## src/sv/pfenc_pkg.sv

```systemverilog
// Shared types and constants of the Playfair digraph encryptor
package pfenc_pkg;

  localparam int unsigned LETTER_W = 5;
  localparam int unsigned SIDE     = 5;
  localparam int unsigned IDX_W    = 3;
  localparam int unsigned CFG_W    = 50;
  localparam int unsigned CFG_IDX_W = 2;

  localparam logic [LETTER_W-1:0] FILLER_RESET = 5'd22;
  localparam logic [LETTER_W-1:0] PLAIN_Z      = 5'd25;
  localparam logic [LETTER_W-1:0] PLAIN_J      = 5'd9;
  localparam logic [LETTER_W-1:0] CODE_Z       = 5'd24;

  localparam logic [CFG_IDX_W-1:0] CFG_ROWS_0_1  = 2'd0;
  localparam logic [CFG_IDX_W-1:0] CFG_ROWS_2_3  = 2'd1;
  localparam logic [CFG_IDX_W-1:0] CFG_ROW_4     = 2'd2;
  localparam logic [CFG_IDX_W-1:0] CFG_FILLER    = 2'd3;

  typedef logic [LETTER_W-1:0] letter_t;
  typedef logic [IDX_W-1:0]    idx_t;

  // square[row][col] holds a cell's letter code
  typedef logic [SIDE-1:0][SIDE-1:0][LETTER_W-1:0] square_t;

  // One pair of folded letters waiting for encryption
  typedef struct packed {
    letter_t a;
    letter_t b;
    logic    last;
  } pair_t;

  // Map a plain letter a..z onto the 25-letter alphabet, j joining i
  function automatic letter_t fold_plain(input letter_t p);
    letter_t q;
    q = (p > PLAIN_Z) ? PLAIN_Z : p;
    if (q >= PLAIN_J) begin
      q = q - letter_t'(1);
    end
    return q;
  endfunction

  function automatic letter_t fold_filler(input letter_t f);
    return (f > CODE_Z) ? CODE_Z : f;
  endfunction

endpackage

```

## src/sv/pfenc_front.sv

```systemverilog
// Front end: takes plain letters, pairs them and issues pair commands
module pfenc_front (
  input  logic                      clk,
  input  logic                      rst_n,
  input  pfenc_pkg::letter_t        filler_letter,
  input  logic                      in_valid,
  output logic                      in_stall,
  input  logic [4:0]                in_plain_letter,
  input  logic                      in_end_of_message,
  input  logic                      q_full,
  output logic                      push,
  output pfenc_pkg::pair_t          push_pair
);

  pfenc_pkg::letter_t held_r, held_nxt;
  logic               held_valid_r, held_valid_nxt;
  logic               extra_valid_r, extra_valid_nxt;
  pfenc_pkg::pair_t   extra_r, extra_nxt;

  pfenc_pkg::letter_t letter;
  pfenc_pkg::letter_t fill;
  logic               accept;
  logic               new_push;
  pfenc_pkg::pair_t   new_pair;

  assign in_stall = extra_valid_r | q_full;
  assign accept   = in_valid & ~in_stall;
  assign letter   = pfenc_pkg::fold_plain(in_plain_letter);
  assign fill     = pfenc_pkg::fold_filler(filler_letter);

  always_comb begin
    held_nxt        = held_r;
    held_valid_nxt  = held_valid_r;
    extra_valid_nxt = extra_valid_r;
    extra_nxt       = extra_r;
    new_push        = 1'b0;
    new_pair        = '{a: letter, b: fill, last: 1'b1};

    // drain the second pair of a doubled letter at end of message
    if (extra_valid_r && !q_full) begin
      extra_valid_nxt = 1'b0;
    end

    if (accept) begin
      if (!held_valid_r) begin
        if (in_end_of_message) begin
          new_push = 1'b1;
        end else begin
          held_nxt       = letter;
          held_valid_nxt = 1'b1;
        end
      end else if (held_r != letter) begin
        new_push       = 1'b1;
        new_pair       = '{a: held_r, b: letter, last: 1'b1};
        held_valid_nxt = 1'b0;
      end else begin
        new_push = 1'b1;
        new_pair = '{a: held_r, b: fill, last: ~in_end_of_message};
        held_nxt = letter;
        if (in_end_of_message) begin
          held_valid_nxt  = 1'b0;
          extra_valid_nxt = 1'b1;
          extra_nxt       = '{a: letter, b: fill, last: 1'b1};
        end
      end
    end
  end

  assign push      = new_push | (extra_valid_r & ~q_full);
  assign push_pair = extra_valid_r ? extra_r : new_pair;

  always_ff @(posedge clk) begin
    if (!rst_n) begin
      held_r        <= '0;
      held_valid_r  <= 1'b0;
      extra_valid_r <= 1'b0;
    end else begin
      held_r        <= held_nxt;
      held_valid_r  <= held_valid_nxt;
      extra_valid_r <= extra_valid_nxt;
    end
    extra_r <= extra_nxt;
  end

endmodule

```

## src/sv/pfenc_queue.sv

```systemverilog
// Short pair queue between the front and back ends
module pfenc_queue #(
  parameter int unsigned DEPTH = 4
) (
  input  logic             clk,
  input  logic             rst_n,
  input  logic             push,
  input  pfenc_pkg::pair_t push_pair,
  input  logic             pop,
  output logic             full,
  output logic             empty,
  output pfenc_pkg::pair_t head
);

  localparam int unsigned PTR_W = (DEPTH > 1) ? $clog2(DEPTH) : 1;
  localparam int unsigned CNT_W = $clog2(DEPTH + 1);
  localparam logic [PTR_W-1:0] LAST_PTR = PTR_W'(DEPTH - 1);

  pfenc_pkg::pair_t  mem_r [DEPTH];
  logic [PTR_W-1:0]  wr_ptr_r, wr_ptr_nxt;
  logic [PTR_W-1:0]  rd_ptr_r, rd_ptr_nxt;
  logic [CNT_W-1:0]  count_r, count_nxt;

  assign full  = (count_r == CNT_W'(DEPTH));
  assign empty = (count_r == '0);
  assign head  = mem_r[rd_ptr_r];

  always_comb begin
    wr_ptr_nxt = wr_ptr_r;
    rd_ptr_nxt = rd_ptr_r;
    count_nxt  = count_r;
    if (push) begin
      wr_ptr_nxt = (wr_ptr_r == LAST_PTR) ? '0 : wr_ptr_r + PTR_W'(1);
    end
    if (pop) begin
      rd_ptr_nxt = (rd_ptr_r == LAST_PTR) ? '0 : rd_ptr_r + PTR_W'(1);
    end
    if (push && !pop) begin
      count_nxt = count_r + CNT_W'(1);
    end else if (pop && !push) begin
      count_nxt = count_r - CNT_W'(1);
    end
  end

  always_ff @(posedge clk) begin
    if (!rst_n) begin
      wr_ptr_r <= '0;
      rd_ptr_r <= '0;
      count_r  <= '0;
    end else begin
      wr_ptr_r <= wr_ptr_nxt;
      rd_ptr_r <= rd_ptr_nxt;
      count_r  <= count_nxt;
    end
    if (push) begin
      mem_r[wr_ptr_r] <= push_pair;
    end
  end

endmodule

```

## src/sv/pfenc_back.sv

```systemverilog
// Back end: locates a pair in the square, applies the rules, emits two letters
module pfenc_back (
  input  logic                   clk,
  input  logic                   rst_n,
  input  pfenc_pkg::square_t     square,
  input  logic                   q_empty,
  input  pfenc_pkg::pair_t       q_head,
  output logic                   pop,
  output logic                   out_valid,
  input  logic                   out_stall,
  output logic [4:0]             out_cipher_letter,
  output logic                   out_last_of_run
);

  localparam pfenc_pkg::idx_t SIDE_LAST = pfenc_pkg::idx_t'(pfenc_pkg::SIDE - 1);

  // lookup stage
  logic            lk_valid_r, lk_valid_nxt;
  pfenc_pkg::idx_t lk_ra_r, lk_ca_r, lk_rb_r, lk_cb_r;
  logic            lk_last_r;

  // emit stage
  logic               pr_valid_r, pr_valid_nxt;
  logic               pr_phase_r, pr_phase_nxt;
  pfenc_pkg::letter_t pr_ea_r, pr_eb_r;
  logic               pr_last_r;

  pfenc_pkg::idx_t ra, ca, rb, cb;
  logic            fa, fb;
  pfenc_pkg::idx_t oar, oac, obr, obc;
  logic            out_take, pr_free, lk_free;

  // first matching cell wins; an absent letter sits at row 0, col 0
  always_comb begin
    ra = '0; ca = '0; rb = '0; cb = '0;
    fa = 1'b0; fb = 1'b0;
    for (int r = 0; r < pfenc_pkg::SIDE; r++) begin
      for (int c = 0; c < pfenc_pkg::SIDE; c++) begin
        if (!fa && square[r][c] == q_head.a) begin
          ra = pfenc_pkg::idx_t'(r);
          ca = pfenc_pkg::idx_t'(c);
          fa = 1'b1;
        end
        if (!fb && square[r][c] == q_head.b) begin
          rb = pfenc_pkg::idx_t'(r);
          cb = pfenc_pkg::idx_t'(c);
          fb = 1'b1;
        end
      end
    end
  end

  // Playfair rules on the located cells
  always_comb begin
    if (lk_ra_r == lk_rb_r) begin
      oar = lk_ra_r;
      obr = lk_rb_r;
      oac = (lk_ca_r == SIDE_LAST) ? '0 : lk_ca_r + pfenc_pkg::idx_t'(1);
      obc = (lk_cb_r == SIDE_LAST) ? '0 : lk_cb_r + pfenc_pkg::idx_t'(1);
    end else if (lk_ca_r == lk_cb_r) begin
      oac = lk_ca_r;
      obc = lk_cb_r;
      oar = (lk_ra_r == SIDE_LAST) ? '0 : lk_ra_r + pfenc_pkg::idx_t'(1);
      obr = (lk_rb_r == SIDE_LAST) ? '0 : lk_rb_r + pfenc_pkg::idx_t'(1);
    end else begin
      oar = lk_ra_r;
      oac = lk_cb_r;
      obr = lk_rb_r;
      obc = lk_ca_r;
    end
  end

  assign out_valid         = pr_valid_r;
  assign out_cipher_letter = pr_phase_r ? pr_eb_r : pr_ea_r;
  assign out_last_of_run   = pr_phase_r & pr_last_r;

  assign out_take = pr_valid_r & ~out_stall;
  assign pr_free  = ~pr_valid_r | (pr_phase_r & out_take);
  assign lk_free  = ~lk_valid_r | pr_free;
  assign pop      = lk_free & ~q_empty;

  always_comb begin
    lk_valid_nxt = lk_valid_r;
    pr_valid_nxt = pr_valid_r;
    pr_phase_nxt = pr_phase_r;
    if (lk_free) begin
      lk_valid_nxt = ~q_empty;
    end
    if (pr_free) begin
      pr_valid_nxt = lk_valid_r;
      pr_phase_nxt = 1'b0;
    end else if (out_take) begin
      pr_phase_nxt = 1'b1;
    end
  end

  always_ff @(posedge clk) begin
    if (!rst_n) begin
      lk_valid_r <= 1'b0;
      pr_valid_r <= 1'b0;
      pr_phase_r <= 1'b0;
    end else begin
      lk_valid_r <= lk_valid_nxt;
      pr_valid_r <= pr_valid_nxt;
      pr_phase_r <= pr_phase_nxt;
    end
    if (pop) begin
      lk_ra_r   <= ra;
      lk_ca_r   <= ca;
      lk_rb_r   <= rb;
      lk_cb_r   <= cb;
      lk_last_r <= q_head.last;
    end
    if (pr_free && lk_valid_r) begin
      pr_ea_r   <= square[oar][oac];
      pr_eb_r   <= square[obr][obc];
      pr_last_r <= lk_last_r;
    end
  end

endmodule

```

## src/sv/playfair_digraph_encrypt_core.sv

```systemverilog
// An accepted item that completes a pair is written to the pair queue, then registered in the
// lookup stage and the emit stage, which presents the first cipher letter and then the second.
// Throughput is set by the single output port: one letter per cycle while out_stall is low.
// An input item is taken every cycle while the 4-entry pair queue has room; a doubled letter
// at end of message needs two queue slots and holds the input until its second pair is pushed.
// Reset (synchronous, active low) clears the held letter, the queue and both back-end stages;
// the key square resets to all zero and the filler to x.
module playfair_digraph_encrypt_core #(
  parameter int unsigned QUEUE_DEPTH = 4
) (
  input  logic                                 clk,
  input  logic                                 rst_n,
  input  logic                                 cfg_wr_en,
  input  logic [pfenc_pkg::CFG_IDX_W-1:0]      cfg_index,
  input  logic [pfenc_pkg::CFG_W-1:0]          cfg_wr_data,
  input  logic                                 in_valid,
  output logic                                 in_stall,
  input  logic [4:0]                           in_plain_letter,
  input  logic                                 in_end_of_message,
  output logic                                 out_valid,
  input  logic                                 out_stall,
  output logic [4:0]                           out_cipher_letter,
  output logic                                 out_last_of_run
);

  logic [49:0]        sq01_r;
  logic [49:0]        sq23_r;
  logic [24:0]        sq4_r;
  pfenc_pkg::letter_t filler_r;

  pfenc_pkg::square_t square;
  logic               q_full, q_empty, push, pop;
  pfenc_pkg::pair_t   push_pair, q_head;

  always_ff @(posedge clk) begin
    if (!rst_n) begin
      sq01_r   <= '0;
      sq23_r   <= '0;
      sq4_r    <= '0;
      filler_r <= pfenc_pkg::FILLER_RESET;
    end else if (cfg_wr_en) begin
      case (cfg_index)
        pfenc_pkg::CFG_ROWS_0_1: sq01_r   <= cfg_wr_data[49:0];
        pfenc_pkg::CFG_ROWS_2_3: sq23_r   <= cfg_wr_data[49:0];
        pfenc_pkg::CFG_ROW_4:    sq4_r    <= cfg_wr_data[24:0];
        pfenc_pkg::CFG_FILLER:   filler_r <= cfg_wr_data[4:0];
        default: ;
      endcase
    end
  end

  // unpack the register words into rows and columns
  always_comb begin
    for (int r = 0; r < pfenc_pkg::SIDE; r++) begin
      for (int c = 0; c < pfenc_pkg::SIDE; c++) begin
        if (r < 2) begin
          square[r][c] = sq01_r[pfenc_pkg::LETTER_W*(r*pfenc_pkg::SIDE+c) +: pfenc_pkg::LETTER_W];
        end else if (r < 4) begin
          square[r][c] =
            sq23_r[pfenc_pkg::LETTER_W*((r-2)*pfenc_pkg::SIDE+c) +: pfenc_pkg::LETTER_W];
        end else begin
          square[r][c] = sq4_r[pfenc_pkg::LETTER_W*c +: pfenc_pkg::LETTER_W];
        end
      end
    end
  end

  pfenc_front u_front (
    .clk               (clk),
    .rst_n             (rst_n),
    .filler_letter     (filler_r),
    .in_valid          (in_valid),
    .in_stall          (in_stall),
    .in_plain_letter   (in_plain_letter),
    .in_end_of_message (in_end_of_message),
    .q_full            (q_full),
    .push              (push),
    .push_pair         (push_pair)
  );

  pfenc_queue #(
    .DEPTH (QUEUE_DEPTH)
  ) u_queue (
    .clk       (clk),
    .rst_n     (rst_n),
    .push      (push),
    .push_pair (push_pair),
    .pop       (pop),
    .full      (q_full),
    .empty     (q_empty),
    .head      (q_head)
  );

  pfenc_back u_back (
    .clk               (clk),
    .rst_n             (rst_n),
    .square            (square),
    .q_empty           (q_empty),
    .q_head            (q_head),
    .pop               (pop),
    .out_valid         (out_valid),
    .out_stall         (out_stall),
    .out_cipher_letter (out_cipher_letter),
    .out_last_of_run   (out_last_of_run)
  );

endmodule

```

## config.mk

```make
export PLATFORM = sky130hd
export DESIGN_NAME = playfair_digraph_encrypt_core
export DESIGN_NICKNAME = d
export VERILOG_FILES = /design/src/sv/pfenc_pkg.sv /design/src/sv/pfenc_front.sv /design/src/sv/pfenc_queue.sv /design/src/sv/pfenc_back.sv /design/src/sv/playfair_digraph_encrypt_core.sv
export SDC_FILE = /design/constraint.sdc
export NUM_CORES = 1
export LEC_CHECK = 0
export BUFFER_PORTS_ARGS = -buffer_cell sky130_fd_sc_hd__buf_2
export CAP_MARGIN = 10
export CORE_MARGIN = 2
export CORE_UTILIZATION = 35
export CTS_BUF_LIST = sky130_fd_sc_hd__clkbuf_8
export DETAILED_ROUTE_END_ITERATION = 10
export PLACE_DENSITY = 0.57
export SYNTH_ARGS = -nofsm -noshare
export SYNTH_HDL_FRONTEND = slang
export SYNTH_SLANG_ARGS = --single-unit
export TNS_END_PERCENT = 50
```

## constraint.sdc

```tcl
create_clock -name clk -period 3.51 [get_ports clk]
set_input_delay 0.5265 -clock clk [delete_from_list [all_inputs] [get_ports clk]]
set_output_delay 0.5265 -clock clk [all_outputs]
set_load 0.01 [all_outputs]
```

==> run_results.csv <==
group,metric,value,unit
outcome,status,"finished, final reports clean",
drt,dr_wl_met2,23810,µm
cells_and_area,utilization,40.93,%
logic_synthesis,synth_top_area_share,19.67,%
power_and_ir_drop,ir_worst_vdd,0.0003888,V
timing,setup_viol_count_final,0,
critical_path,worst-path-buf-inv,4,
critical_path,cp_cell_sequence,"buf_12 -> mux4_2 -> buf_4 -> xor2_1 -> nor3_1 -> buf_4 -> nor4_1 -> buf_4 -> nand3_1 -> a211oi_1",
logic_synthesis,synth.ff_latch_count,227,
flow_run,drv_cap,0,
global_route,grt_max_degree,87,
floorplan,die-area,0.04500,mm²
critical_path,slowest_delay,770,ps
logic_synthesis,yosys_most_used_dff,"dfxtp_1",
power_and_ir_drop,switching_share,43.33,%
clock_network,cts_sinks,227,
clock_network,root_buffer,"clkbuf_8",
floorplan,die_y,212.1,µm
cells_and_area,syn_to_final_growth,15.78,%
drt,wirelength,49790,µm
critical_path,cpMostUsedCell,"buf_4",
global_route,grt-ovfl-total,0,
global_route,track_usage,22.57,%
clock_network,clock_path_buffers,3,
clock_network,hold_buffers,0,
power_and_ir_drop,p_leak,6.576,nW
global_route,grt_pass1_wl,76510,µm
clock_network,cts_buffers,42,
timing,rsz0062_at_grt,"false",
drt,initialDrtViolationCount,935,
critical_path,path_class,"reg -> reg",
placed_design,port_buffers,70,
critical_path,crit_family,"buffers and inverters",
timing,fin_ws,231.3,ps
cells_and_area,final_common_cell,"nand2_1",
critical_path,worst-path-stages,10,
worst_hold_path,hold_class,"in -> reg",
cells_and_area,final_nets,1827,
critical_path,r2r_cells,10,
clock_network,post_cts_buffers,0,
placed_design,dp_hpwl,37430,µm
cells_and_area,drive_above_1_share,17.86,%
floorplan,initial_core_util,35.35,%
global_route,antenna_found_initial,2,
logic_synthesis,yosysWarnings,0,
critical_path,path_max_fanout,13,
critical_path,worst_path_max_delay_cell,"mux4_2",
global_route,grt_pass1_vias,12410,
cells_and_area,diodes,0,
drt,via_per_inst,5.297,
drt,wl_per_cell,21.04,µm
floorplan,num_io_pins,71,
timing,finalCriticalPeriod,3279,ps
drt,drcViolationCount,0,
worst_hold_path,whs_path_depth,2,
timing,drv_slew,0,
clock_network,cts_tree,"built",
floorplan,rows,76,
drt,vias,12530,
power_and_ir_drop,p_seq_share,23.2,%
logic_synthesis,syn_area,0.01516,mm²
timing,hold_viol,0,
power_and_ir_drop,clockPowerShare,18.9,%
logic_synthesis,yosys-top-cells-area,"dfxtp_1, edfxtp_1, xnor2_1, nand2_1, a21boi_0",
critical_path,cp-end-kind,"flop",
timing,timing.slew.headroom,24.91,%
logic_synthesis,syn_inst,1639,
floorplan,coreArea,0.04289,mm²
power_and_ir_drop,power_switching,6.271,mW
drt,met3_length,2648,µm
clock_network,ctsResizeCount,0,
logic_synthesis,synth_edf_count,78,
placed_design,dp_slack,-96.24,ps
timing,fin_crit_sh,93.41,%
power_and_ir_drop,p_comb_share,57.9,%
floorplan,die_x,212.1,µm
critical_path,arrival,3650,ps
cells_and_area,final_cell_mix,"nand2_1, xnor2_1, dfxtp_1, a21boi_0, xor2_1",
logic_synthesis,avgSynthCellArea,9.250,µm²
drt,antenna_left,0,
critical_path,cp-start-kind,"flop",
power_and_ir_drop,p_per_area,824.5,mW/mm²
critical_path,worstPathRequired,3890,ps
logic_synthesis,yosysSeqAreaShare,35.12,%
logic_synthesis,async_flop_share,0,%
timing,fin_worst_skew,14.71,ps
power_and_ir_drop,p_int,8.201,mW
drt,wl_met1,21790,µm
clock_network,clock_latency,610,ps
placed_design,gp_congestion,0.9700,
clock_network,clk_pin_slew,60,ps
logic_synthesis,yosysTopAreaCell,"dfxtp_1",
drt,top_layer,"met4",
logic_synthesis,synth_nets,1719,
clock_network,cts_max_level,2,
drt,first_pass_iters,5,
logic_synthesis,netlist-cell-type-count,74,
timing,tightest_slew,1124,ps
timing,fmax,305.0,MHz
layout make-up:
cell class                 instances  area, µm²
clock buffer                      49      674.4
sequential                       227       5325
clock inverter                    29      224.0
timing repair buffer             170       1291
multi-input combinational       1280       9209
fill                            4214      25330
tap                              585      732.0
inverter                          26      97.59
stage by stage:
stage	hold slack [ps]	std cells	total power, mW	cell area (µm²)	setup TNS (ps)
after floorplan	400.3	1639	9.120	15180	0
final	168.8	2366	14.47	17550	0
after global routing	160.4	2366	15.27	17550	0
after detailed placement	406.1	2281	11.63	16590	-2729
after CTS	122.0	2359	14.40	17490	0
after global placement	405.3	2281	11.50	16590	-816.2
worst reg2reg max path: cells and delay by family, from the launching register on:
kind | cells | cell delay (ps)
AOI/OAI and AO/OA | 1 | 410
DFF | 1 | 350
buffers and inverters | 4 | 810
and+or+nand+nor | 3 | 540
xor gates and xnor gates | 1 | 140
muxes | 1 | 780
layer usage:
| metal | GRT usage, % | vias up |
|---|---|---|
| met5 | 0 | - |
| met4 | 8.208 | 0 |
| met3 | 3.309 | 88 |
| met2 | 37.95 | 380 |
| met1 | 29.44 | 6141 |
| li1 | - | 5923 |
cell usage after synthesis (all sizes together) (13+ instances only):
library cell,count
a31oi,15
mux4,39
xnor2,153
nand2,342
mux2i,82
clkbuf,58
a21boi,129
ha,16
nor2,35
mux2,20
buf,48
nor3,54
dfxtp,149
and2,16
inv,26
nand3,66
a21o,13
o21ai,25
a21oi,22
nor2b,19
edfxtp,78
xor2,111
flip-flops by register name (all words and copies together) (netlist names), 5 cells and up, named ones only:
register and flops:
filler_r 5, sq4_r 25, u_front.held_r 5, u_queue.mem_r 44, sq23_r 50, sq01_r 50
u_back.pr_eb_r 5, u_back.pr_ea_r 5, u_front.extra_r 10
cell families after synthesis:
| kind of cell | share of synthesized area [%] |
|---|---|
| AND/OR/NAND/NOR | 17.51 |
| AO/OA/AOI/OAI | 12.70 |
| XOR/XNOR | 15.85 |
| flip-flops | 35.12 |
| multiplexers | 12.82 |
| buffers and inverters | 4.539 |
| adder cells (fa/ha/maj) | 1.452 |
power groups by stage:
stage,logic (mW),clock network (mW),registers (mW)
6_report,8.38,2.74,3.35
5_1_grt,8.97,2.92,3.39
4_1_cts,8.24,2.81,3.35
3_5_place_dp,8.22,0,3.40
3_3_place_gp,8.10,0,3.40
2_1_floorplan,5.79,0,3.33
path summary, 6_finish.rpt:
| path | startpoint | to | slack [ps] |
|---|---|---|---|
| hold / removal | in_end_of_message | u_front.held_valid_r | 170 |
| setup reg to reg | flop | u_back.lk_ra_r[2] | 230 |
| setup / recovery | flop | u_back.lk_ra_r[2] | 230 |
| hold reg to reg | u_back.lk_last_r | u_back.pr_last_r | 420 |
Note: power is estimated with default switching activity, not from simulation.
